<file path="src/afsk_pkg.sv">
`timescale 1ns / 1ps

package afsk_pkg;

    localparam int unsigned ROM_INDEX_BITS = 8;
    localparam int unsigned ROM_DEPTH      = 1 << ROM_INDEX_BITS;
    localparam int unsigned APB_ADDR_BITS  = 5;

    localparam logic [7:0] HDLC_FLAG   = 8'h7E;
    localparam logic [2:0] STUFF_LIMIT = 3'd5;

    localparam logic OP_TICK  = 1'b0;
    localparam logic OP_START = 1'b1;

    typedef enum logic [2:0] {
        REG_SPACE_STEP      = 3'd0,
        REG_MARK_STEP       = 3'd1,
        REG_SAMPLES_PER_BIT = 3'd2,
        REG_PREAMBLE_FLAGS  = 3'd3,
        REG_MAX_PACKETS     = 3'd4
    } reg_idx_t;

    localparam logic [31:0] SPACE_STEP_RST      = 32'd984263338;
    localparam logic [31:0] MARK_STEP_RST       = 32'd536870912;
    localparam logic [7:0]  SAMPLES_PER_BIT_RST = 8'd8;
    localparam logic [7:0]  PREAMBLE_FLAGS_RST  = 8'd23;
    localparam logic [3:0]  MAX_PACKETS_RST     = 4'd3;
    localparam logic [7:0]  SAMPLE_MID          = 8'd128;

    // unsigned sine, midpoint 128
    localparam logic [7:0] SINE_ROM [ROM_DEPTH] = '{
        8'd128, 8'd131, 8'd134, 8'd137, 8'd140, 8'd143, 8'd146, 8'd149,
        8'd152, 8'd156, 8'd159, 8'd162, 8'd165, 8'd168, 8'd171, 8'd174,
        8'd176, 8'd179, 8'd182, 8'd185, 8'd188, 8'd191, 8'd193, 8'd196,
        8'd199, 8'd201, 8'd204, 8'd206, 8'd209, 8'd211, 8'd213, 8'd216,
        8'd218, 8'd220, 8'd222, 8'd224, 8'd226, 8'd228, 8'd230, 8'd232,
        8'd234, 8'd236, 8'd237, 8'd239, 8'd240, 8'd242, 8'd243, 8'd245,
        8'd246, 8'd247, 8'd248, 8'd249, 8'd250, 8'd251, 8'd252, 8'd252,
        8'd253, 8'd254, 8'd254, 8'd255, 8'd255, 8'd255, 8'd255, 8'd255,
        8'd255, 8'd255, 8'd255, 8'd255, 8'd255, 8'd255, 8'd254, 8'd254,
        8'd253, 8'd252, 8'd252, 8'd251, 8'd250, 8'd249, 8'd248, 8'd247,
        8'd246, 8'd245, 8'd243, 8'd242, 8'd240, 8'd239, 8'd237, 8'd236,
        8'd234, 8'd232, 8'd230, 8'd228, 8'd226, 8'd224, 8'd222, 8'd220,
        8'd218, 8'd216, 8'd213, 8'd211, 8'd209, 8'd206, 8'd204, 8'd201,
        8'd199, 8'd196, 8'd193, 8'd191, 8'd188, 8'd185, 8'd182, 8'd179,
        8'd176, 8'd174, 8'd171, 8'd168, 8'd165, 8'd162, 8'd159, 8'd156,
        8'd152, 8'd149, 8'd146, 8'd143, 8'd140, 8'd137, 8'd134, 8'd131,
        8'd128, 8'd124, 8'd121, 8'd118, 8'd115, 8'd112, 8'd109, 8'd106,
        8'd103, 8'd99,  8'd96,  8'd93,  8'd90,  8'd87,  8'd84,  8'd81,
        8'd79,  8'd76,  8'd73,  8'd70,  8'd67,  8'd64,  8'd62,  8'd59,
        8'd56,  8'd54,  8'd51,  8'd49,  8'd46,  8'd44,  8'd42,  8'd39,
        8'd37,  8'd35,  8'd33,  8'd31,  8'd29,  8'd27,  8'd25,  8'd23,
        8'd21,  8'd19,  8'd18,  8'd16,  8'd15,  8'd13,  8'd12,  8'd10,
        8'd9,   8'd8,   8'd7,   8'd6,   8'd5,   8'd4,   8'd3,   8'd3,
        8'd2,   8'd1,   8'd1,   8'd0,   8'd0,   8'd0,   8'd0,   8'd0,
        8'd0,   8'd0,   8'd0,   8'd0,   8'd0,   8'd0,   8'd1,   8'd1,
        8'd2,   8'd3,   8'd3,   8'd4,   8'd5,   8'd6,   8'd7,   8'd8,
        8'd9,   8'd10,  8'd12,  8'd13,  8'd15,  8'd16,  8'd18,  8'd19,
        8'd21,  8'd23,  8'd25,  8'd27,  8'd29,  8'd31,  8'd33,  8'd35,
        8'd37,  8'd39,  8'd42,  8'd44,  8'd46,  8'd49,  8'd51,  8'd54,
        8'd56,  8'd59,  8'd62,  8'd64,  8'd67,  8'd70,  8'd73,  8'd76,
        8'd79,  8'd81,  8'd84,  8'd87,  8'd90,  8'd93,  8'd96,  8'd99,
        8'd103, 8'd106, 8'd109, 8'd112, 8'd115, 8'd118, 8'd121, 8'd124
    };

endpackage

</file>
<file path="src/afsk_if.sv">
`timescale 1ns / 1ps

interface afsk_in_if;
    logic       valid;
    logic       ready;
    logic       opcode;
    logic [7:0] data_byte;
    logic       data_valid;
    logic       byte_is_flag;
    logic       last_in_packet;

    modport source (
        output valid, opcode, data_byte, data_valid, byte_is_flag, last_in_packet,
        input  ready
    );
    modport sink (
        input  valid, opcode, data_byte, data_valid, byte_is_flag, last_in_packet,
        output ready
    );
endinterface

interface afsk_out_if;
    logic       valid;
    logic       ready;
    logic [7:0] sample;
    logic       take_byte;
    logic       active;
    logic       tone;

    modport source (
        output valid, sample, take_byte, active, tone,
        input  ready
    );
    modport sink (
        input  valid, sample, take_byte, active, tone,
        output ready
    );
endinterface

</file>
<file path="src/afsk_hdlc_nrzi_modulator_top.sv">
`timescale 1ns / 1ps

// channel   dir  handshake     payload
// in_ch     in   valid/ready   opcode, data_byte, data_valid, byte_is_flag, last_in_packet
// out_ch    out  valid/ready   sample, take_byte, active, tone
// apb       in   psel/penable  paddr, pwdata, prdata (pready tied high)
//
// one beat per clock unless out_ch stalls: the whole tick (bit clock, byte load,
// stuffing, nrzi, phase add and sine lookup) sits between the state registers
// and the result register, so every in beat leaves its result in the next cycle
// in_ch.ready stays high while the result register is empty or being taken
// rst_n is asynchronous; all state and config return to their reset values

module afsk_hdlc_nrzi_modulator_top
    import afsk_pkg::*;
#(
    parameter int unsigned PHASE_BITS = 32
) (
    input  logic                     clk,
    input  logic                     rst_n,
    afsk_in_if.sink                  in_ch,
    afsk_out_if.source               out_ch,
    input  logic                     psel,
    input  logic                     penable,
    input  logic                     pwrite,
    input  logic [APB_ADDR_BITS-1:0] paddr,
    input  logic [31:0]              pwdata,
    output logic [31:0]              prdata,
    output logic                     pready
);

    // config registers
    logic [31:0] space_step_reg;
    logic [31:0] mark_step_reg;
    logic [7:0]  samples_per_bit_reg;
    logic [7:0]  preamble_flags_reg;
    logic [3:0]  max_packets_reg;

    // modulator state
    logic [PHASE_BITS-1:0] phase_acc_reg, phase_acc_next;
    logic                  tone_sel_reg, tone_sel_next;
    logic [7:0]            tick_in_bit_reg, tick_in_bit_next;
    logic [2:0]            bit_in_byte_reg, bit_in_byte_next;
    logic [7:0]            shift_byte_reg, shift_byte_next;
    logic [2:0]            ones_run_reg, ones_run_next;
    logic                  unstuffed_mode_reg, unstuffed_mode_next;
    logic [7:0]            preamble_left_reg, preamble_left_next;
    logic [3:0]            packets_left_reg, packets_left_next;
    logic                  in_packet_reg, in_packet_next;
    logic                  closing_flag_due_reg, closing_flag_due_next;
    logic                  sending_reg, sending_next;
    logic [7:0]            last_sample_reg, last_sample_next;

    // result register
    logic out_valid_reg, out_valid_next;
    logic take_byte_reg, take_byte_next;

    logic                  in_accept;
    logic                  cfg_write;
    reg_idx_t              reg_idx;
    logic                  stop;
    logic                  cur_bit;
    logic [7:0]            next_tick;
    logic [PHASE_BITS-1:0] step;

    assign pready    = 1'b1;
    assign cfg_write = psel && penable && pwrite;
    assign reg_idx   = reg_idx_t'(paddr[APB_ADDR_BITS-1:2]);

    always_comb
    begin
        unique case (reg_idx)
            REG_SPACE_STEP:      prdata = space_step_reg;
            REG_MARK_STEP:       prdata = mark_step_reg;
            REG_SAMPLES_PER_BIT: prdata = {24'd0, samples_per_bit_reg};
            REG_PREAMBLE_FLAGS:  prdata = {24'd0, preamble_flags_reg};
            REG_MAX_PACKETS:     prdata = {28'd0, max_packets_reg};
            default:             prdata = 32'd0;
        endcase
    end

    always_ff @(posedge clk or negedge rst_n)
    begin
        if (!rst_n)
        begin
            space_step_reg      <= SPACE_STEP_RST;
            mark_step_reg       <= MARK_STEP_RST;
            samples_per_bit_reg <= SAMPLES_PER_BIT_RST;
            preamble_flags_reg  <= PREAMBLE_FLAGS_RST;
            max_packets_reg     <= MAX_PACKETS_RST;
        end
        else if (cfg_write)
        begin
            unique case (reg_idx)
                REG_SPACE_STEP:      space_step_reg      <= pwdata;
                REG_MARK_STEP:       mark_step_reg       <= pwdata;
                REG_SAMPLES_PER_BIT: samples_per_bit_reg <= pwdata[7:0];
                REG_PREAMBLE_FLAGS:  preamble_flags_reg  <= pwdata[7:0];
                REG_MAX_PACKETS:     max_packets_reg     <= pwdata[3:0];
                default:             ;
            endcase
        end
    end

    assign in_ch.ready = !out_valid_reg || out_ch.ready;
    assign in_accept   = in_ch.valid && in_ch.ready;

    always_comb
    begin
        phase_acc_next        = phase_acc_reg;
        tone_sel_next         = tone_sel_reg;
        tick_in_bit_next      = tick_in_bit_reg;
        bit_in_byte_next      = bit_in_byte_reg;
        shift_byte_next       = shift_byte_reg;
        ones_run_next         = ones_run_reg;
        unstuffed_mode_next   = unstuffed_mode_reg;
        preamble_left_next    = preamble_left_reg;
        packets_left_next     = packets_left_reg;
        in_packet_next        = in_packet_reg;
        closing_flag_due_next = closing_flag_due_reg;
        sending_next          = sending_reg;
        last_sample_next      = last_sample_reg;
        take_byte_next        = take_byte_reg;
        out_valid_next        = out_valid_reg && !out_ch.ready;
        stop                  = 1'b0;
        cur_bit               = 1'b0;
        next_tick             = tick_in_bit_reg + 8'd1;
        step                  = tone_sel_reg ? mark_step_reg[PHASE_BITS-1:0]
                                             : space_step_reg[PHASE_BITS-1:0];

        if (in_accept)
        begin
            out_valid_next = 1'b1;
            take_byte_next = 1'b0;
            if (in_ch.opcode == OP_START)
            begin
                // a start while sending is ignored
                if (!sending_reg)
                begin
                    phase_acc_next        = '0;
                    ones_run_next         = '0;
                    bit_in_byte_next      = '0;
                    tick_in_bit_next      = '0;
                    preamble_left_next    = preamble_flags_reg;
                    unstuffed_mode_next   = 1'b1;
                    in_packet_next        = 1'b0;
                    closing_flag_due_next = 1'b0;
                    packets_left_next     = max_packets_reg;
                    sending_next          = 1'b1;
                end
            end
            else if (sending_reg)
            begin
                if (tick_in_bit_reg == 8'd0)
                begin
                    if (bit_in_byte_reg == 3'd0)
                    begin
                        priority if (preamble_left_reg != 8'd0)
                        begin
                            shift_byte_next    = HDLC_FLAG;
                            preamble_left_next = preamble_left_reg - 8'd1;
                        end
                        else if (in_packet_reg && closing_flag_due_reg)
                        begin
                            shift_byte_next       = HDLC_FLAG;
                            unstuffed_mode_next   = 1'b1;
                            closing_flag_due_next = 1'b0;
                            in_packet_next        = 1'b0;
                        end
                        else
                        begin
                            if (!in_packet_reg)
                            begin
                                if (packets_left_reg == 4'd0)
                                    stop = 1'b1;
                                else
                                    packets_left_next = packets_left_reg - 4'd1;
                            end
                            // the packet count stays spent on an underrun
                            if (!stop)
                            begin
                                if (!in_ch.data_valid)
                                    stop = 1'b1;
                                else
                                begin
                                    in_packet_next        = 1'b1;
                                    shift_byte_next       = in_ch.data_byte;
                                    unstuffed_mode_next   = in_ch.byte_is_flag;
                                    closing_flag_due_next = in_ch.last_in_packet;
                                    take_byte_next        = 1'b1;
                                end
                            end
                        end
                    end

                    if (!stop)
                    begin
                        // stuffed zero holds the shift register and bit count
                        if (ones_run_reg == STUFF_LIMIT)
                            cur_bit = 1'b0;
                        else
                        begin
                            cur_bit          = shift_byte_next[0];
                            shift_byte_next  = {1'b0, shift_byte_next[7:1]};
                            bit_in_byte_next = bit_in_byte_reg + 3'd1;
                        end
                        if (!cur_bit || unstuffed_mode_next)
                            ones_run_next = '0;
                        else
                            ones_run_next = ones_run_reg + 3'd1;
                        if (!cur_bit)
                        begin
                            tone_sel_next = !tone_sel_reg;
                            step = tone_sel_reg ? space_step_reg[PHASE_BITS-1:0]
                                                : mark_step_reg[PHASE_BITS-1:0];
                        end
                    end
                end

                if (stop)
                    sending_next = 1'b0;
                else
                begin
                    tick_in_bit_next = (next_tick >= samples_per_bit_reg) ? 8'd0 : next_tick;
                    phase_acc_next   = phase_acc_reg + step;
                    last_sample_next =
                        SINE_ROM[phase_acc_next[PHASE_BITS-1 -: ROM_INDEX_BITS]];
                end
            end
        end
    end

    always_ff @(posedge clk or negedge rst_n)
    begin
        if (!rst_n)
        begin
            phase_acc_reg        <= '0;
            tone_sel_reg         <= 1'b0;
            tick_in_bit_reg      <= '0;
            bit_in_byte_reg      <= '0;
            shift_byte_reg       <= '0;
            ones_run_reg         <= '0;
            unstuffed_mode_reg   <= 1'b1;
            preamble_left_reg    <= '0;
            packets_left_reg     <= '0;
            in_packet_reg        <= 1'b0;
            closing_flag_due_reg <= 1'b0;
            sending_reg          <= 1'b0;
            last_sample_reg      <= SAMPLE_MID;
            out_valid_reg        <= 1'b0;
            take_byte_reg        <= 1'b0;
        end
        else
        begin
            phase_acc_reg        <= phase_acc_next;
            tone_sel_reg         <= tone_sel_next;
            tick_in_bit_reg      <= tick_in_bit_next;
            bit_in_byte_reg      <= bit_in_byte_next;
            shift_byte_reg       <= shift_byte_next;
            ones_run_reg         <= ones_run_next;
            unstuffed_mode_reg   <= unstuffed_mode_next;
            preamble_left_reg    <= preamble_left_next;
            packets_left_reg     <= packets_left_next;
            in_packet_reg        <= in_packet_next;
            closing_flag_due_reg <= closing_flag_due_next;
            sending_reg          <= sending_next;
            last_sample_reg      <= last_sample_next;
            out_valid_reg        <= out_valid_next;
            take_byte_reg        <= take_byte_next;
        end
    end

    // the result beat shows the state left by its tick
    assign out_ch.valid     = out_valid_reg;
    assign out_ch.sample    = last_sample_reg;
    assign out_ch.take_byte = take_byte_reg;
    assign out_ch.active    = sending_reg;
    assign out_ch.tone      = tone_sel_reg;

endmodule

</file>
<file path="src/flat_wrapper.sv">
// flat-port wrapper written by rule: the top's interface ports become plain ports
module afsk_hdlc_nrzi_modulator_top_flat import afsk_pkg::*;
#(
    parameter int unsigned PHASE_BITS = 32
)
  (clk, rst_n, psel, penable, pwrite, paddr, pwdata, prdata, pready, in_ch_valid, in_ch_opcode, in_ch_data_byte, in_ch_data_valid, in_ch_byte_is_flag, in_ch_last_in_packet, in_ch_ready, out_ch_valid, out_ch_sample, out_ch_take_byte, out_ch_active, out_ch_tone, out_ch_ready);
  afsk_in_if in_ch_i ();
  afsk_out_if out_ch_i ();
  input  logic clk;
  input  logic rst_n;
  input  logic psel;
  input  logic penable;
  input  logic pwrite;
  input  logic [APB_ADDR_BITS-1:0] paddr;
  input  logic [31:0] pwdata;
  output logic [31:0] prdata;
  output logic pready;
  input wire logic [$bits(in_ch_i.valid)-1:0] in_ch_valid;
  input wire logic [$bits(in_ch_i.opcode)-1:0] in_ch_opcode;
  input wire logic [$bits(in_ch_i.data_byte)-1:0] in_ch_data_byte;
  input wire logic [$bits(in_ch_i.data_valid)-1:0] in_ch_data_valid;
  input wire logic [$bits(in_ch_i.byte_is_flag)-1:0] in_ch_byte_is_flag;
  input wire logic [$bits(in_ch_i.last_in_packet)-1:0] in_ch_last_in_packet;
  output wire logic [$bits(in_ch_i.ready)-1:0] in_ch_ready;
  output wire logic [$bits(out_ch_i.valid)-1:0] out_ch_valid;
  output wire logic [$bits(out_ch_i.sample)-1:0] out_ch_sample;
  output wire logic [$bits(out_ch_i.take_byte)-1:0] out_ch_take_byte;
  output wire logic [$bits(out_ch_i.active)-1:0] out_ch_active;
  output wire logic [$bits(out_ch_i.tone)-1:0] out_ch_tone;
  input wire logic [$bits(out_ch_i.ready)-1:0] out_ch_ready;
  assign in_ch_i.valid = in_ch_valid;
  assign in_ch_i.opcode = in_ch_opcode;
  assign in_ch_i.data_byte = in_ch_data_byte;
  assign in_ch_i.data_valid = in_ch_data_valid;
  assign in_ch_i.byte_is_flag = in_ch_byte_is_flag;
  assign in_ch_i.last_in_packet = in_ch_last_in_packet;
  assign in_ch_ready = in_ch_i.ready;
  assign out_ch_valid = out_ch_i.valid;
  assign out_ch_sample = out_ch_i.sample;
  assign out_ch_take_byte = out_ch_i.take_byte;
  assign out_ch_active = out_ch_i.active;
  assign out_ch_tone = out_ch_i.tone;
  assign out_ch_i.ready = out_ch_ready;
  afsk_hdlc_nrzi_modulator_top #(.PHASE_BITS(PHASE_BITS)) u_core (.clk(clk), .rst_n(rst_n), .in_ch(in_ch_i), .out_ch(out_ch_i), .psel(psel), .penable(penable), .pwrite(pwrite), .paddr(paddr), .pwdata(pwdata), .prdata(prdata), .pready(pready));
endmodule
</file>
<file path="config.mk">
export PLATFORM = sky130hd
export DESIGN_NAME = afsk_hdlc_nrzi_modulator_top_flat
export DESIGN_NICKNAME = d
export VERILOG_FILES = /design/src/afsk_pkg.sv /design/src/afsk_if.sv /design/src/afsk_hdlc_nrzi_modulator_top.sv /design/src/flat_wrapper.sv
export SDC_FILE = /design/constraint.sdc
export NUM_CORES = 1
export LEC_CHECK = 0
export ABC_AREA = 1
export BUFFER_PORTS_ARGS = -buffer_cell sky130_fd_sc_hd__buf_2
export CAP_MARGIN = 0
export CORE_ASPECT_RATIO = 1.4
export CORE_MARGIN = 2
export CORE_UTILIZATION = 59
export DETAILED_ROUTE_END_ITERATION = 8
export GPL_TIMING_DRIVEN = 0
export HOLD_SLACK_MARGIN = 0.08
export PLACE_DENSITY = 0.79
export SETUP_SLACK_MARGIN = 0.1
export SKIP_CTS_REPAIR_TIMING = 1
export SKIP_LAST_GASP = 1
export SYNTH_ARGS = -nofsm -noshare
export SYNTH_HDL_FRONTEND = slang
export SYNTH_SLANG_ARGS = --single-unit
</file>
<file path="constraint.sdc">
create_clock -name clk -period 5.45 [get_ports clk]
set_input_delay 0.2725 -clock clk [delete_from_list [all_inputs] [get_ports clk]]
set_output_delay 0.2725 -clock clk [all_outputs]
set_load 0.05 [all_outputs]
</file>
======== Word-level counts from Yosys, hierarchy flattened ========
Memory sizes are Yosys's and may differ from the RTL's. A register that Yosys moved wholly into a read port is not among the register bits.
Index checks and enable logic that the tools add are counted.
storage, ports and cells
  word-level logic and storage cells ...... 204
  memories ................................ 1
  flip-flop bits (word level) ............. 157
  memory bits (read-only) ................. 2048
  output and inout port bits .............. 46
memory list
  memory           depth  bits a word  read ports  clocked after Yosys merged registers in  write ports  RTL line                             source
  (no name shown)  256    8            1           1                                        0            afsk_hdlc_nrzi_modulator_top.sv:227  SINE_ROM[phase_acc_next[PHASE_BITS-1 -: ROM_INDEX_BITS]];
operators by class
  order comparisons ....................... 1
  $add $sub $neg .......................... 6
  muxes and demuxes ....................... 121
  equal/unequal tests ..................... 14
  reductions and logical operators ........ 37
  bitwise operators ....................... 5
operator list
  cell                                               number
  2-to-1 mux 32 bit                                  12
  one-hot mux 32 bit (5 select lines)                1
  2-to-1 mux 8 bit                                   18
  2-to-1 mux 1 bit                                   70
  2-to-1 mux 4 bit                                   9
  2-to-1 mux 3 bit                                   11
  adder 32 bit                                       1
  AND reduction 6 bit                                3
  inequality test 2 bit (second input constant)      8
  AND reduction 4 bit                                4
  AND reduction 2 bit                                5
  NOT 8 -> 9 bit                                     1
  AND reduction 9 bit                                1
  adder 8 x 1 -> 8 bit (second input constant)       1
  >= comparator 8 bit                                1
  logical NOT 8 bit                                  1
  AND reduction 8 bit                                1
  nonzero test 2 bit                                 4
  nonzero test 8 bit                                 1
  subtractor 8 x 1 -> 8 bit (second input constant)  1
  adder 3 x 1 -> 3 bit (second input constant)       2
  == test 3 x 2 -> 1 bit (second input constant)     2
  == test 3 bit (second input constant)              2
  logical NOT 3 bit                                  2
  other kinds (10)                                   22

======== Logic depth before layout (Yosys ltp) ========
Gate-level depths: netlist of run 1.
  word-level depth ........................ 33
  depth in mapped cells ................... 41
  gate-level depth less buffers ........... 38

======== Least setup slack after synthesis of run 1 ========
No wires, ideal clock.
  path kind ............................... register -> register
  start ................................... reg u_core.preamble_left_reg[0]
  end ..................................... reg u_core.last_sample_reg[0], in the netlist u_core.out_ch.sample[0]
  cell stages (with the launch flop) ...... 32
  data required time ...................... 5332 ps
  period minus slack after synthesis ...... 4461 ps
  arrival ................................. 4343 ps
  setup slack ............................. 989 ps
  cell sequence ........................... dfrtp_1 > inv_1 > ha_1 > nand3_1 > nor3_2 > nand2_4 > nand3_1 > nand2_1 > nand2_1 > buf_2 > mux2_2 > ha_1 > nand2_1 > inv_1 > nand2_1 > nand2_1 > nand2_1 > nand3_2 > nand3_1 > nand2_1 > nand2_1 > nand2_2 > ha_1 > inv_1 > nand2_1 > nand2_1 > o21ai_0 > nand2_1 > nand2_1 > nand3_1 > a21boi_1 > nor2_1
between the ends
  word-level cells in the longest chain between the ends .. 17
  elaborated cells on any way between the ends .. 29
ends and longest elaborated chain
  what                                  RTL line                             source
  start: declaration                    afsk_hdlc_nrzi_modulator_top.sv:47   logic [7:0] preamble_left_reg, preamble_left_next;
  start signal: assignment              afsk_hdlc_nrzi_modulator_top.sv:262  preamble_left_reg <= preamble_left_next;
  nonzero test 8 bit *                  afsk_hdlc_nrzi_modulator_top.sv:158  priority if (preamble_left_reg != 8'd0)
  2-to-1 mux 8 bit                      afsk_hdlc_nrzi_modulator_top.sv:158
  2-to-1 mux 8 bit                      afsk_hdlc_nrzi_modulator_top.sv:156  if (bit_in_byte_reg == 3'd0)
  2-to-1 mux 1 bit                      afsk_hdlc_nrzi_modulator_top.sv:199  if (ones_run_reg == STUFF_LIMIT)
  2-to-1 mux 1 bit                      afsk_hdlc_nrzi_modulator_top.sv:196  if (!stop)
  2-to-1 mux 1 bit                      afsk_hdlc_nrzi_modulator_top.sv:154  if (tick_in_bit_reg == 8'd0)
  2-to-1 mux 1 bit                      afsk_hdlc_nrzi_modulator_top.sv:152  else if (sending_reg)
  2-to-1 mux 1 bit                      afsk_hdlc_nrzi_modulator_top.sv:135  if (in_ch.opcode == OP_START)
  2-to-1 mux 1 bit                      afsk_hdlc_nrzi_modulator_top.sv:131  if (in_accept)
  2-to-1 mux 32 bit                     afsk_hdlc_nrzi_modulator_top.sv:211  if (!cur_bit)
  2-to-1 mux 32 bit                     afsk_hdlc_nrzi_modulator_top.sv:196
  2-to-1 mux 32 bit                     afsk_hdlc_nrzi_modulator_top.sv:154
  2-to-1 mux 32 bit                     afsk_hdlc_nrzi_modulator_top.sv:152
  2-to-1 mux 32 bit                     afsk_hdlc_nrzi_modulator_top.sv:135
  2-to-1 mux 32 bit                     afsk_hdlc_nrzi_modulator_top.sv:131
  adder 32 bit                          afsk_hdlc_nrzi_modulator_top.sv:225  phase_acc_next = phase_acc_reg + step;
  NOT 8 -> 9 bit (implied by the code)  afsk_hdlc_nrzi_modulator_top.sv:227
  end: declaration                      afsk_hdlc_nrzi_modulator_top.sv:52   logic [7:0] last_sample_reg, last_sample_next;
Mark *: on every way between the ends. The rest lies on a longest branch, timed or not. The select of a mux whose other input is x is not followed.
A chain may end at the register's enable or synchronous reset.

======== Worst setup path in the final report of run 1 ========
  start ................................... reg u_core.preamble_left_reg[0]
  end ..................................... reg u_core.last_sample_reg[1], in the netlist u_core.out_ch.sample[1]
Same word-level chain as after synthesis.

==> impl_metrics.csv, run 1 <==
group,metric,value,unit
layout,multi_input_area,6883,sq um
sta,finalClockSkew,0.01666,ns
critical_path,slowest_stage,"dfrtp_1",
global_routing,antenna_found_initial,0,
sta,min_period,5.160,ns
floorplan,start_util,59.60,%
synthesis,synth_cell_types,51,
critical_path,r2r_end,"u_core.out_ch.sample[1]",
global_routing,grt_pass1_wl,60330,um
critical_path,slowest_delay,0.38,ns
placed_design,io_buffer_count,98,
synthesis,synth.area.top_cells,"dfrtp_1, nand2_1, o21ai_0",
min_path,min_path_type,"primary input to register",
sta,final_max_slew_viol_count,0,
clocking,cts_tree,"yes",
sta,finalCritPeriodShare,94.68,%
sta,setup_viol,0,
synthesis,async_flop_share,100.0,%
synthesis,synth_edf_count,0,
floorplan,row_count,62,
global_routing,grt-ovfl-total,0,
critical_path,crit_fanout,10,
layout,regArea,4161,sq um
clocking,cts_buffers,17,
floorplan,ios,102,
synthesis,synthesis.area,12160,sq um
critical_path,cp-start-kind,"register",
routing,wire_per_inst,17.38,um
floorplan,dieHeight,173.9,um
layout,layout-drive-gt1-share,15.07,%
sta,hold_viol_final,0,
layout,n_antenna_cell,0,
clocking,clock_latency,0.45,ns
placed_design,place.gp.congestion,1.014,
synthesis,ys_seq_elements,165,
synthesis,ys.flop_type,"dfrtp_1",
routing,drt-total-wl,37890,um
critical_path,rr_startpoint,"u_core.preamble_left_reg[0]",
layout,nets,2032,
critical_path,r2r_cells,32,
routing,drt_iter0_drc,1122,
clocking,cts.root.buffer_cell,"clkbuf_16",
clocking,htreeDepth,4,
synthesis,seq_area_frac_synth,34.22,%
synthesis,syn_inst,1779,
synthesis,yosysTopAreaCellShare,28.60,%
synthesis,synth_largest_area_cell,"dfrtp_1",
clocking,clk_pin_slew,0.07,ns
placed_design,place_inst,2134,
placed_design,dp_hpwl,28580,um
critical_path,cpMostUsedCell,"nand2_1",
synthesis,syn_nets,1900,
floorplan,fp.dieW,125.3,um
routing,drt_pre_antenna_iters,9,
sta,rsz0062_at_grt,"no",
critical_path,critPathCaptureType,"register",
floorplan,coreArea,20400,sq um
floorplan,dieArea,21790,sq um
routing,avgViaCountPerCell,5.790,
global_routing,grt_max_degree,84,
critical_path,required,5.83,ns
layout,final_cells,2180,
clocking,clock_sinks,165,
sta,tightest_slew,1.083,ns
outcome,status,"completed",
routing,ant_nets,0,
critical_path,regToRegSetupSlack,0.29,ns
layout,fillers,1834,
critical_path,critPathArrivalTime,5.54,ns
sta,max_slew_margin,27.24,%
clocking,clockBufferDepth,2,
synthesis,synth.avg_cell_area,6.836,sq um
min_path,holdPathEnd,"u_core.space_step_reg[11]",
global_routing,grtUsageTotal,34.61,%
layout,syn2layout_area_growth,13.91,%
global_routing,grt_pass1_vias,12270,
job,max_cap_violations,0,
critical_path,path_class,"register to register",
synthesis,yosysWarnings,0,
min_path,min-delay-start,"pwdata[11]",
routing,vias,12620,
sta,fmax,193.8,MHz
routing,drc,0,
min_path,holdPathStages,3,
cells in the mapped netlist, types with 12 or more instances:
cell	number
nand3_1	124
a21oi_1	54
dfstp_2	26
nor3_1	14
o21ai_1	13
dfrtp_1	139
nand4_1	12
o21ai_0	212
clkbuf_1	37
nor2_1	80
xor2_1	19
inv_1	225
ha_1	64
nand2_1	576
nand2_2	25
o221ai_1	12
cell families after synthesis:
group	share of synthesized area [%]
AND/OR/NAND/NOR	30.03
flip-flops	34.22
multiplexers	0.2778
other	0.03084
adder cells (fa/ha/maj)	6.750
AO/OA/AOI/OAI	16.27
buffers and inverters	10.03
XOR/XNOR	2.387
per-layer routing:
layer | global-route usage (%) | share of wire, % | vias to the layer above
met5 | 0 | 0 | -
met3 | 5.062 | 6.0 | 145
met1 | 40.70 | 38 | 5890
li1 | - | - | 6030
met4 | 19.03 | 5.5 | 0
met2 | 60.48 | 50 | 558
worst max-delay path by stage:
stage                     depth (start not counted)                         from                      end  slack [ns]
after floorplan                                  31  u_core.preamble_left_reg[0]  u_core.out_ch.sample[0]        0.99
after global placement                           29    u_core.tick_in_bit_reg[0]  u_core.out_ch.sample[0]       -0.70
after detailed placement                         29    u_core.tick_in_bit_reg[0]  u_core.out_ch.sample[0]       -0.68
after CTS                                        30    u_core.tick_in_bit_reg[0]  u_core.out_ch.sample[1]       -0.71
after global routing                             32    u_core.tick_in_bit_reg[0]  u_core.out_ch.sample[1]        0.02
final                                            32  u_core.preamble_left_reg[0]  u_core.out_ch.sample[1]        0.29
placed cells by master, fill, tap and decap left out, types with 5 or more instances in the layout:
master	n
nor2_2	14
o21ai_0	209
a22o_1	5
a22oi_1	5
clkbuf_1	35
a31oi_1	11
o211ai_1	6
o22ai_1	11
nand2_1	567
ha_1	61
xnor2_1	11
buf_4	24
xor2_1	19
clkbuf_16	17
nand4_1	12
dfstp_2	26
nor3_1	14
o21ai_1	16
buf_2	101
buf_6	9
nand3_2	10
nor2_1	77
inv_1	224
inv_2	10
nand2_4	9
a21oi_1	50
nand2_2	28
a21oi_2	8
dfrtp_1	139
o221ai_1	12
nand3_1	124
area by class of cell:
class,count,area share (%)
Buffer,62,2.556
Clock buffer,19,3.125
Clock inverter,13,1.228
Inverter,236,6.440
Multi-Input combinational cell,1316,49.69
Sequential cell,165,30.04
Tap cell,256,2.312
Timing Repair Buffer,113,4.607
critical path, delay by kind of cell, from the launching register on:
family | cells | cell delay [ns]
adders and majority gates | 3 | 0.89
and+or+nand+nor | 20 | 2.45
AOI/OAI and AO/OA | 3 | 0.48
buffers and inverters | 6 | 0.90
DFF | 1 | 0.38
per-stage QoR:
| stage | hold slack [ns] | TNS [ns] | utilization [%] | worst slack (ns) | cell area [sq um] |
|---|---|---|---|---|---|
| finish | 0.05590 | 0 | 67.90 | 0.2900 | 13850 |
| global route | 0.08641 | 0 | 67.90 | 0.02089 | 13850 |
| CTS | -0.1406 | -3.596 | 66.72 | -0.7078 | 13610 |
| global placement | 0.4585 | -3.562 | 63.58 | -0.6991 | 12970 |
| detailed placement | 0.3179 | -3.411 | 63.76 | -0.6843 | 13010 |
| floorplan | -0.02309 | 0 | - | 0.9888 | 12160 |
Power of run 1 is not shown: default switching activity piles up to over one toggle a cycle in this logic, so the estimate is an artifact.
==> run 2, diff against run 1 <==
==> constraint.sdc (replaced) <==
create_clock -name clk -period 5.45 [get_ports clk]
set_input_delay 0 -clock clk [delete_from_list [all_inputs] [get_ports clk]]
set_output_delay 0 -clock clk [all_outputs]
set_load 0.05 [all_outputs]
==> run 2 against run 1 <==
Against the previous run:
- clock skew decreased by 0.0015 ns
- flip-flop and latch count unchanged
- fmax up 0.33%
- die area is the same
- setup slack better by 0.017 ns
- core utilization is 2.2 points higher
- clock-buffer cell count did not move
- via count increased by 2.6%
- global-route usage is the same
- wire length increased by 4.4%
- critical path type unchanged
==> impl_metrics.csv, run 2 (synthesized netlist as in run 1, its figures left out) <==
group,metric,value,unit
job,max_cap_violations,0,
global_routing,grt-ovfl-total,0,
global_routing,grtUsageTotal,34.61,%
critical_path,slowest_delay,0.38,ns
sta,hold_viol_final,0,
global_routing,grt_max_degree,84,
global_routing,antenna_found_initial,0,
critical_path,r2r_end,"u_core.out_ch.sample[0]",
routing,drt_iter0_drc,1137,
layout,final_cell_mix,"nand2_1, inv_1, o21ai_0, dfrtp_1, nand3_1",
critical_path,critPathArrivalTime,5.48,ns
clocking,htreeDepth,4,
global_routing,grt_pass1_vias,12270,
routing,avgViaCountPerCell,5.820,
critical_path,r2r_cells,31,
min_path,min-delay-start,"in_ch_byte_is_flag",
placed_design,dp_hpwl,28580,um
clocking,cts.root.buffer_cell,"clkbuf_16",
layout,final_common_cell,"nand2_1",
critical_path,critPathCaptureType,"register",
min_path,holdPathEnd,"u_core.unstuffed_mode_reg",
clocking,clockBufferDepth,2,
layout,n_antenna_cell,0,
routing,wire_per_inst,17.78,um
placed_design,io_buffer_count,98,
layout,layout-drive-gt1-share,14.73,%
critical_path,rr_startpoint,"u_core.preamble_left_reg[0]",
sta,rsz0062_at_grt,"no",
floorplan,fp.dieW,125.3,um
placed_design,place.gp.congestion,1.014,
floorplan,coreArea,20400,sq um
sta,tightest_slew,1.096,ns
routing,drt-total-wl,39560,um
clocking,clk_pin_slew,0.07,ns
floorplan,row_count,62,
floorplan,dieArea,21790,sq um
sta,fmax,194.4,MHz
sta,final_max_slew_viol_count,0,
critical_path,regToRegSetupSlack,0.31,ns
layout,fillers,1722,
clocking,clock_latency,0.45,ns
critical_path,crit_fanout,10,
floorplan,start_util,59.60,%
critical_path,cpMostUsedCell,"nand2_1",
placed_design,place_inst,2134,
layout,nets,2077,
routing,vias,12950,
min_path,min_path_type,"primary input to register",
sta,setup_viol,0,
layout,final_cells,2225,
routing,drt_pre_antenna_iters,9,
clocking,cts_buffers,17,
sta,min_period,5.143,ns
critical_path,cp-start-kind,"register",
critical_path,required,5.79,ns
floorplan,dieHeight,173.9,um
routing,drc,0,
layout,syn2layout_area_growth,17.62,%
clocking,clock_sinks,165,
sta,max_slew_margin,26.40,%
global_routing,grt_pass1_wl,60330,um
outcome,status,"completed",
routing,ant_nets,0,
critical_path,slowest_stage,"ha_1",
floorplan,ios,102,
sta,finalCritPeriodShare,94.37,%
min_path,holdPathStages,5,
clocking,cts_tree,"yes",
critical_path,path_class,"register to register",
sta,finalClockSkew,0.01519,ns
## run 2: worst max-delay path by stage
stage / from / endpoint / depth (start not counted)
2_1_floorplan: u_core.preamble_left_reg[0] / u_core.out_ch.sample[0] / 31
3_3_place_gp: u_core.tick_in_bit_reg[0] / u_core.out_ch.sample[0] / 29
3_5_place_dp: u_core.tick_in_bit_reg[0] / u_core.out_ch.sample[0] / 29
4_1_cts: u_core.tick_in_bit_reg[0] / u_core.out_ch.sample[1] / 30
5_1_grt: u_core.tick_in_bit_reg[0] / u_core.out_ch.sample[1] / 32
6_report: u_core.preamble_left_reg[0] / u_core.out_ch.sample[0] / 31
## run 2: cell type report
| class | count | area [sq um] | share of cell area, % |
|---|---|---|---|
| Tap cell | 256 | 320.3 | 2.240 |
| Clock buffer | 19 | 432.9 | 3.027 |
| Buffer | 62 | 354.1 | 2.476 |
| Inverter | 236 | 892.1 | 6.237 |
| Multi-Input combinational cell | 1316 | 6883 | 48.12 |
| Timing Repair Buffer | 158 | 1089 | 7.611 |
| Clock inverter | 13 | 170.2 | 1.190 |
| Sequential cell | 165 | 4161 | 29.10 |
## run 2: per-stage QoR
| step | util [%] | setup TNS (ns) | setup WS, ns | hold slack, ns | cell area [sq um] |
|---|---|---|---|---|---|
| global placement | 63.58 | -3.562 | -0.6991 | 0.2019 | 12970 |
| floorplan | - | 0 | 0.9888 | -0.2956 | 12160 |
| detailed placement | 63.76 | -3.411 | -0.6843 | 0.04535 | 13010 |
| CTS | 66.72 | -3.596 | -0.7078 | -0.4131 | 13610 |
| finish | 70.10 | 0 | 0.3069 | 0.07005 | 14300 |
| global route | 70.10 | 0 | 0.02040 | 0.1006 | 14300 |
## run 2: routing by layer
layer	up-vias	wire length, um	part of all wire (%)	GRT usage (%)
met5	-	0	0	0
met1	6059	15000	38	40.70
met4	0	2241	5.7	19.03
met3	169	2304	5.8	5.062
li1	6125	-	-	-
met2	597	20010	51	60.48
## run 2: worst max-delay path, delay by kind of cell, from the launching register on
| family | cells | cell delay [ns] |
|---|---|---|
| AO/OA/AOI/OAI | 6 | 0.86 |
| flip-flops | 1 | 0.37 |
| buffers and inverters | 6 | 0.90 |
| adder cells (fa/ha/maj) | 3 | 0.89 |
| AND/OR/NAND/NOR | 16 | 2.01 |
Power of run 2 is left out for the same reason.
==> run 3, diff against run 2 <==
--- a/config.mk
+++ b/config.mk
@@ -5,7 +5,6 @@
 export SDC_FILE = /design/constraint.sdc
 export NUM_CORES = 1
 export LEC_CHECK = 0
-export ABC_AREA = 1
 export BUFFER_PORTS_ARGS = -buffer_cell sky130_fd_sc_hd__buf_2
 export CAP_MARGIN = 0
 export CORE_ASPECT_RATIO = 1.4
==> run 3 against run 2 <==
Against the previous run:
- the run now ends with negative setup slack left
- fmax is 16% lower
- register-to-register slack got worse by 0.96 ns
- clock skew fell by 0.0012 ns
- critical path depth fell by 8
- core utilization increased by 9.8 points
- global-route usage up 3.1 points
- setup slack worse by 0.96 ns
- synthesized cell count fell by 24%
- sequential share of layout area decreased by 3.7 points
- non-clock buffer count is 102 higher
- final area is 15% higher
- first-iteration DRC count grew 36%
- critical endpoint is now u_core.out_ch.sample[4]
- highest routed layer unchanged
==> impl_metrics.csv, run 3 <==
group,metric,value,unit
layout,layout-drive-gt1-share,36.82,%
sta,fmax,163.9,MHz
critical_path,rr_startpoint,"u_core.bit_in_byte_reg[0]",
job,max_cap_violations,0,
floorplan,start_util,60.27,%
sta,finalClockSkew,0.01403,ns
routing,wire_per_inst,25.58,um
synthesis,synth_cell_types,104,
placed_design,dp_hpwl,31000,um
routing,drt_iter0_drc,1545,
critical_path,path_class,"register to register",
layout,fin_util,79.87,%
global_routing,grtUsageTotal,37.72,%
clocking,cts_tree,"yes",
routing,ant_nets,0,
clocking,clk_pin_slew,0.06,ns
synthesis,syn_nets,1476,
layout,multi_input_area,8596,sq um
layout,nets,1724,
synthesis,yosysWarnings,0,
critical_path,cp-startpoint,"u_core.bit_in_byte_reg[0]",
routing,drt-total-wl,47920,um
synthesis,synthesis.area,12390,sq um
critical_path,critPathCaptureType,"register",
clocking,clock_latency,0.44,ns
synthesis,yosysTopAreaCellShare,28.07,%
layout,final_common_cell,"dfrtp_1",
critical_path,cp-start-kind,"register",
synthesis,synth_edf_count,0,
layout,fillers,1256,
layout,syn2layout_area_growth,32.50,%
placed_design,io_buffer_count,96,
critical_path,critPathArrivalTime,6.40,ns
global_routing,grt_pass1_wl,65090,um
clocking,clock_sinks,165,
critical_path,slowest_stage,"a21oi_1",
clocking,cts.root.buffer_cell,"clkbuf_16",
min_path,min-delay-start,"in_ch_data_byte[5]",
synthesis,seq_area_frac_synth,33.59,%
synthesis,synth.avg_cell_area,9.144,sq um
critical_path,required,5.75,ns
critical_path,r2r_cells,23,
sta,min_period,6.103,ns
floorplan,dieHeight,175.5,um
global_routing,grt_pass1_vias,11930,
sta,hold_viol_final,0,
routing,vias,13040,
global_routing,grt_max_degree,96,
floorplan,row_count,62,
critical_path,cp_cell_sequence,"inv_1 -> ha_2 -> nor2b_4 -> nand4_1 -> buf_4 -> nor4b_4 -> a2111oi_4 -> xnor2_2 -> buf_4 -> buf_12 -> mux2_2 -> ha_2 -> a21oi_2 -> o21ai_2 -> a221oi_2 -> o21ai_2 -> or3_4 -> a21oi_1 -> o21ai_0 -> a222oi_1 -> o221ai_2 -> a32oi_1 -> o31ai_2",
synthesis,synth_largest_area_cell,"dfrtp_1",
clocking,clockBufferDepth,2,
floorplan,dieArea,22190,sq um
routing,avgViaCountPerCell,6.964,
sta,setup_viol,8,
global_routing,antenna_found_initial,2,
sta,rsz0062_at_grt,"yes",
floorplan,ios,102,
global_routing,grt-ovfl-total,0,
synthesis,ys.flop_type,"dfrtp_1",
synthesis,ys_seq_elements,165,
outcome,violations,"negative setup slack",
layout,regArea,4161,sq um
sta,max_slew_margin,19.71,%
clocking,htreeDepth,4,
sta,final_max_slew_viol_count,0,
floorplan,fp.dieW,126.5,um
sta,finalCritPeriodShare,112.0,%
floorplan,coreArea,20560,sq um
clocking,cts_buffers,17,
sta,tns,-3.608,ns
synthesis,synth.area.top_cells,"dfrtp_1, mux2_2, ha_1",
synthesis,async_flop_share,100.0,%
sta,setup_slack,-0.6529,ns
synthesis,synth_commonest_cells,"dfrtp_1, nand2_1, mux2_2",
min_path,min_path_type,"primary input to register",
synthesis,syn_inst,1355,
critical_path,slowest_delay,0.75,ns
critical_path,crit_fanout,10,
layout,final_cell_mix,"dfrtp_1, nand2_1, mux2_2, buf_2, o21ai_0",
routing,drc,0,
synthesis,post-synth-top-count-cell,"dfrtp_1",
outcome,status,"finished, violations left",
routing,drt_pre_antenna_iters,6,
min_path,holdPathStages,4,
sta,tightest_slew,1.195,ns
placed_design,place.gp.congestion,1.126,
-- run 3: metal layers --
layer / track usage (%) / wire (um) / vias up
met5: 0 / 0 / -
met4: 23.67 / 3817 / 0
met3: 6.701 / 4230 / 325
met2: 65.22 / 23540 / 907
met1: 42.83 / 16340 / 6270
li1: - / - / 5541
-- run 3: per-stage QoR --
stage	setup WS (ns)	instances	instance area, sq um	hold slack, ns
after floorplan	0.01276	1355	12700	-0.2956
after global placement	-1.280	1707	13500	0.2320
after detailed placement	-1.325	1708	13550	0.009389
after CTS	-1.352	1740	14100	-0.4519
after global routing	-0.7330	1873	16420	0.1069
final	-0.6529	1873	16420	0.05995
-- run 3: layout make-up --
class / instances / area share [%]
clock buffer: 23 / 2.972
inverter: 48 / 1.318
clock inverter: 9 / 0.4268
sequential: 165 / 25.35
multi-input combinational: 1049 / 52.35
buffer: 92 / 5.152
tap: 256 / 1.951
timing repair buffer: 230 / 10.46
antenna: 1 / 0.01524
-- run 3: kinds of logic (layout without fill, tap and decap cells) --
group	Yosys count	after routing	share of synthesized area, %
AOI/OAI and AO/OA	433	433	24.06
xor gates and xnor gates	37	37	2.737
adders and majority gates	65	65	6.624
buffers and inverters	141	402	5.342
DFF	165	165	33.59
muxes	139	139	12.79
other	1	2	0.03026
and+or+nand+nor	374	374	14.82
-- run 3: worst paths after layout --
| kind | to | slack, ns |
|---|---|---|
| min | u_core.shift_byte_reg[4] | 0.06 |
| max | u_core.out_ch.sample[4] | -0.65 |
| max in group asynchronous | u_core.space_step_reg[27] | 4.41 |
| max reg2reg | u_core.out_ch.sample[4] | -0.65 |
| min reg2reg | u_core.out_ch.sample[7] | 0.47 |
| min in group asynchronous | u_core.packets_left_reg[0] | 0.12 |
-- run 3: worst max-delay path: cells and delay by family, from the launching register on --
family | cells | cell delay (ns)
simple gates | 4 | 0.96
mux | 1 | 0.35
compound gates | 11 | 2.78
buf+inv | 4 | 0.59
fa+ha+maj | 2 | 0.52
xor+xnor | 1 | 0.28
flops | 1 | 0.42
Power of run 3 is left out for the same reason.
